### config.mk
export PLATFORM = sky130hd
export DESIGN_NAME = btgb_ctrl
export DESIGN_NICKNAME = d
export VERILOG_FILES = /design/src/hdl/btgb_pkg.sv /design/src/hdl/btgb_ctrl.sv
export SDC_FILE = /design/constraint.sdc
export NUM_CORES = 1
export LEC_CHECK = 0
export ABC_AREA = 1
export BUFFER_PORTS_ARGS = -buffer_cell sky130_fd_sc_hd__buf_4
export CAP_MARGIN = 10
export CORE_AREA = 2 2 39 41
export CTS_CLUSTER_SIZE = 28
export DETAILED_ROUTE_END_ITERATION = 10
export DIE_AREA = 0 0 41 43
export GPL_TIMING_DRIVEN = 0
export PLACE_DENSITY_LB_ADDON = 0.15
export SYNTH_ARGS = -nofsm -noshare
export SYNTH_HDL_FRONTEND = slang
export SYNTH_SLANG_ARGS = --single-unit
### constraint.sdc
create_clock -name i_clk -period 2.16 [get_ports i_clk]
set_input_delay 0.108 -clock i_clk [delete_from_list [all_inputs] [get_ports i_clk]]
set_output_delay 0.108 -clock i_clk [all_outputs]
set_load 0.05 [all_outputs]
### src/hdl/btgb_pkg.sv
// Shared types, constants and font lookup functions for the glyph blitter.
package btgb_pkg;

    localparam int FRAME_HEIGHT = 240;
    localparam int LAST_CODE    = 126;
    localparam int GLYPH_IDX_W  = 13;
    localparam int IN_DATA_W    = 72;
    localparam int OUT_DATA_W   = 48;

    typedef enum logic [1:0] {
        OP_BEGIN = 2'd0,
        OP_DRAW  = 2'd1,
        OP_LOAD  = 2'd2
    } t_op;

    typedef enum logic [2:0] {
        ST_IDLE  = 3'b001,
        ST_SETUP = 3'b010,
        ST_ROWS  = 3'b100
    } t_state;

    // Commands from the controller to the datapath.
    typedef struct packed {
        logic do_begin;
        logic do_load;
        logic do_latch;
        logic do_stop;
        logic do_start;
        logic do_issue;
    } t_ctl_cmd;

    // Status from the datapath to the controller.
    typedef struct packed {
        logic stopped;
        logic bad_char;
        logic last_row;
        logic s1_free;
    } t_ctl_sts;

    // Font size 3 behaves as the 32x16 font.
    function automatic logic [1:0] font_sel(input logic [1:0] f);
        logic [1:0] r;
        unique case (f)
            2'd0:    r = 2'd0;
            2'd1:    r = 2'd1;
            default: r = 2'd2;
        endcase
        return r;
    endfunction

    function automatic logic [5:0] font_height(input logic [1:0] f);
        logic [5:0] r;
        unique case (font_sel(f))
            2'd0:    r = 6'd16;
            2'd1:    r = 6'd24;
            default: r = 6'd32;
        endcase
        return r;
    endfunction

    function automatic logic [4:0] font_width(input logic [1:0] f);
        logic [4:0] r;
        unique case (font_sel(f))
            2'd0:    r = 5'd8;
            2'd1:    r = 5'd12;
            default: r = 5'd16;
        endcase
        return r;
    endfunction

    function automatic logic [15:0] font_wmask(input logic [1:0] f);
        logic [15:0] r;
        unique case (font_sel(f))
            2'd0:    r = 16'h00FF;
            2'd1:    r = 16'h0FFF;
            default: r = 16'hFFFF;
        endcase
        return r;
    endfunction

    function automatic logic [7:0] font_first(input logic [1:0] f);
        logic [7:0] r;
        unique case (font_sel(f))
            2'd0:    r = 8'd29;
            default: r = 8'd32;
        endcase
        return r;
    endfunction

    function automatic logic [GLYPH_IDX_W-1:0] font_base(input logic [1:0] f);
        logic [GLYPH_IDX_W-1:0] r;
        unique case (font_sel(f))
            2'd0:    r = GLYPH_IDX_W'(0);
            2'd1:    r = GLYPH_IDX_W'(1568);
            default: r = GLYPH_IDX_W'(3848);
        endcase
        return r;
    endfunction

    function automatic logic [4:0] font_lim(input logic [1:0] f);
        logic [4:0] r;
        unique case (font_sel(f))
            2'd0:    r = 5'd8;
            default: r = 5'd16;
        endcase
        return r;
    endfunction

endpackage

### src/hdl/btgb_ctrl.sv
// Controller state machine: item decode and row sequencing.
module btgb_ctrl (
    input  logic               i_clk,
    input  logic               i_rst_n,
    input  logic               i_valid,
    input  logic [1:0]         i_op,
    input  btgb_pkg::t_ctl_sts i_sts,
    output logic               o_ready,
    output btgb_pkg::t_ctl_cmd o_cmd
);

    btgb_pkg::t_state r_state, n_state;
    logic             accept;

    assign o_ready = (r_state == btgb_pkg::ST_IDLE);
    assign accept  = i_valid && o_ready;

    always_comb begin
        n_state = r_state;
        o_cmd   = '0;
        unique case (r_state)
            btgb_pkg::ST_IDLE: begin
                if (accept) begin
                    case (i_op)
                        btgb_pkg::OP_BEGIN: o_cmd.do_begin = 1'b1;
                        btgb_pkg::OP_LOAD:  o_cmd.do_load  = 1'b1;
                        btgb_pkg::OP_DRAW: begin
                            o_cmd.do_latch = 1'b1;
                            n_state        = btgb_pkg::ST_SETUP;
                        end
                        default: ;
                    endcase
                end
            end
            btgb_pkg::ST_SETUP: begin
                if (i_sts.stopped) begin
                    n_state = btgb_pkg::ST_IDLE;
                end else if (i_sts.bad_char) begin
                    o_cmd.do_stop = 1'b1;
                    n_state       = btgb_pkg::ST_IDLE;
                end else begin
                    o_cmd.do_start = 1'b1;
                    n_state        = btgb_pkg::ST_ROWS;
                end
            end
            btgb_pkg::ST_ROWS: begin
                if (i_sts.s1_free) begin
                    o_cmd.do_issue = 1'b1;
                    if (i_sts.last_row) begin
                        n_state = btgb_pkg::ST_IDLE;
                    end
                end
            end
            default: n_state = btgb_pkg::ST_IDLE;
        endcase
    end

    always_ff @(posedge i_clk) begin
        if (!i_rst_n) begin
            r_state <= btgb_pkg::ST_IDLE;
        end else begin
            r_state <= n_state;
        end
    end

endmodule

==> flow_summary.json <==
{
  "drt_iter0_markers": 4,
  "post-route-period-util_pct": 61.17,
  "slew-limit-headroom_pct": 90.34,
  "synth_ff_type": "dfxtp_1",
  "via_per_inst": 3.883,
  "worstPathRequired_ns": 2.05,
  "drt_wl_total_um": 567,
  "max_freq_ghz": 0.7568,
  "synth_top_area_cell": "dfxtp_1",
  "grt_pass1_wl_um": 897,
  "postSynth.asyncResetShare_pct": 0,
  "clkSinkCount": 3,
  "fin_nets": 71,
  "post_dp_cell_area_um2": 375.4,
  "path_clk_slew_ns": 0.04,
  "critPathLaunchType": "flop",
  "netlist_instances": 42,
  "regArea_um2": 60.06,
  "yosysSeqAreaShare_pct": 24.74,
  "grt_use_total_pct": 7.916,
  "synth-edff-count": 0,
  "worstSetupPathType": "reg -> out",
  "clockPowerShare_pct": 46.2,
  "grt_max_degree": 5,
  "cts_post_setup_buffers_inserted": 0,
  "ctsResizeCount": 0,
  "synth_fp_nets": 51,
  "synth_top_area_share_pct": 24.74,
  "leakage_nw": 0.2253,
  "dr.pass1.iters": 2,
  "synth_seq_cells": 3,
  "final-setup-viol-count": 0,
  "hold_path.class": "in -> reg",
  "hpwl_um": 476.4,
  "p_comb_share_pct": 26.7,
  "synthTopCellsByCount": "nand2_1, inv_1, nor2_1, dfxtp_1, nor3_2",
  "pin_count": 16,
  "worst_pin_slew_ns": 0.1439,
  "ant_nets": 0,
  "finalHoldViolCount": 0,
  "area_delta_synth_final_pct": 65.46,
  "vias": 299,
  "synth_cell_type_count": 13,
  "p_sw_mw": 0.07036,
  "num-fill-cells": 175,
  "final_util_pct": 29.02,
  "switching_share_pct": 31.95,
  "end_kind": "output pin",
  "regMostFlops": "r_state",
  "synth_area_per_cell_um2": 5.779,
  "worstPathArrival_ns": 1.21,
  "ir_drop_mv": 0.2293,
  "design_area_um2": 401.6,
  "port_buffers": 15,
  "top_regs": "r_state: 3 flops",
  "htreeDepth": 1,
  "yosysWarnings": 0,
  "p_seq_share_pct": 27.0,
  "grt_overflow_total": 0,
  "clockBufferDepth": 2,
  "slew_violations": 0,
  "numCtsBuffers": 3,
  "worst-path-max-fanout": 4,
  "p_int_mw": 0.1499,
  "synth_area_leaders": "dfxtp_1, nand2_1, inv_1",
  "period_minus_slack_ns": 1.321,
  "post_drt_wl_per_cell_um": 7.364,
  "initial_core_util_pct": 17.54,
  "drc": 0,
  "drive_gt1_share_pct": 42.62,
  "antenna_found_initial": 0,
  "status": "completed",
  "rows": 14,
  "finalClockSkew_ns": 0.003511,
  "dieArea_um2": 1763,
  "synth.most_common_cell": "nand2_1",
  "grt_pass1_vias": 259,
  "powerDensity_nw_per_um2": 548.3,
  "diodes": 0,
  "syn-cell-area_um2": 242.7,
  "clock-root-buffer": "clkbuf_4",
  "multi_input_area_um2": 141.4,
  "rsz0062_at_grt": "false",
  "core_area_um2": 1384,
  "gp_congestion": 0.5898,
  "cts_hold_buf": 0,
  "maxCapViolations": 0,
  "clk_latency_ns": 0.24,
  "die_y_um": 43,
  "tns_ns": 0,
  "die_w_um": 41,
  "largest_reg_flops": 3,
  "tritoncts": "yes"
}
[power by group through the flow]
stage	Sequential (mW)	Combinational, mW	Clock [mW]
CTS	0.0596	0.0598	0.105
detailed placement	0.0606	0.0596	0
global placement	0.0605	0.0597	0
finish	0.0595	0.0589	0.102
floorplan	0.0601	0.0365	0
global route	0.0597	0.0646	0.115
[placed cells by master (no fill, tap or decap), types with 2 or more instances in the layout]
cell type,count
nor2_1,8
inv_2,2
nand2_1,10
inv_1,9
dfxtp_1,3
clkbuf_4,3
buf_4,15
nor3_2,3
[worst paths after layout]
check | start | to | slack (ns) | cells after the start
hold reg to reg | r_state[2] | r_state[2] | 0.59 | 4
setup / recovery | r_state[1] | o_cmd[4] | 0.84 | 6
hold / removal | i_rst_n | r_state[2] | 0.15 | 3
setup reg to reg | r_state[1] | r_state[0] | 1.26 | 7
[kinds of logic (layout without fill, tap and decap cells)]
| logic type | after synthesis | in the layout | share of synthesized area (%) |
|---|---|---|---|
| simple gates | 27 | 27 | 56.19 |
| buf+inv | 11 | 30 | 17.01 |
| flops | 3 | 3 | 24.74 |
| compound gates | 1 | 1 | 2.060 |
[per-stage QoR]
step           cells  worst slack, ns  power [mW]  hold WS (ns)
2_1_floorplan     42           0.4617     0.09665        0.2759
3_3_place_gp      73            1.068      0.1202        0.4009
3_5_place_dp      73            1.086      0.1202        0.3966
4_1_cts           77           0.8151      0.2244        0.1483
5_1_grt           77           0.7339      0.2390        0.1670
6_report          77           0.8387      0.2202        0.1526
[per-layer routing]
layer | GRT usage, % | routed length [um] | share of wire [%]
met3 | 6.283 | 80 | 14
met4 | 4.000 | 7 | 1.2
met5 | 0 | 0 | 0
met1 | 7.668 | 231 | 41
met2 | 11.56 | 248 | 44
[worst max-delay path, cell delays in order, from the launching register on]
cell and delay [ns]:
dfxtp_1 0.30, inv_1 0.09, nand3_2 0.10, inv_2 0.07, nand2_2 0.08, nor3_2 0.11, buf_4 0.22
[layout make-up]
| type | count | area share (%) |
|---|---|---|
| Timing Repair Buffer | 15 | 28.04 |
| Tap cell | 16 | 4.984 |
| Inverter | 11 | 10.28 |
| Sequential cell | 3 | 14.95 |
| Clock buffer | 4 | 6.542 |
| Multi-Input combinational cell | 28 | 35.20 |
Note: power is estimated with default switching activity, not from simulation.
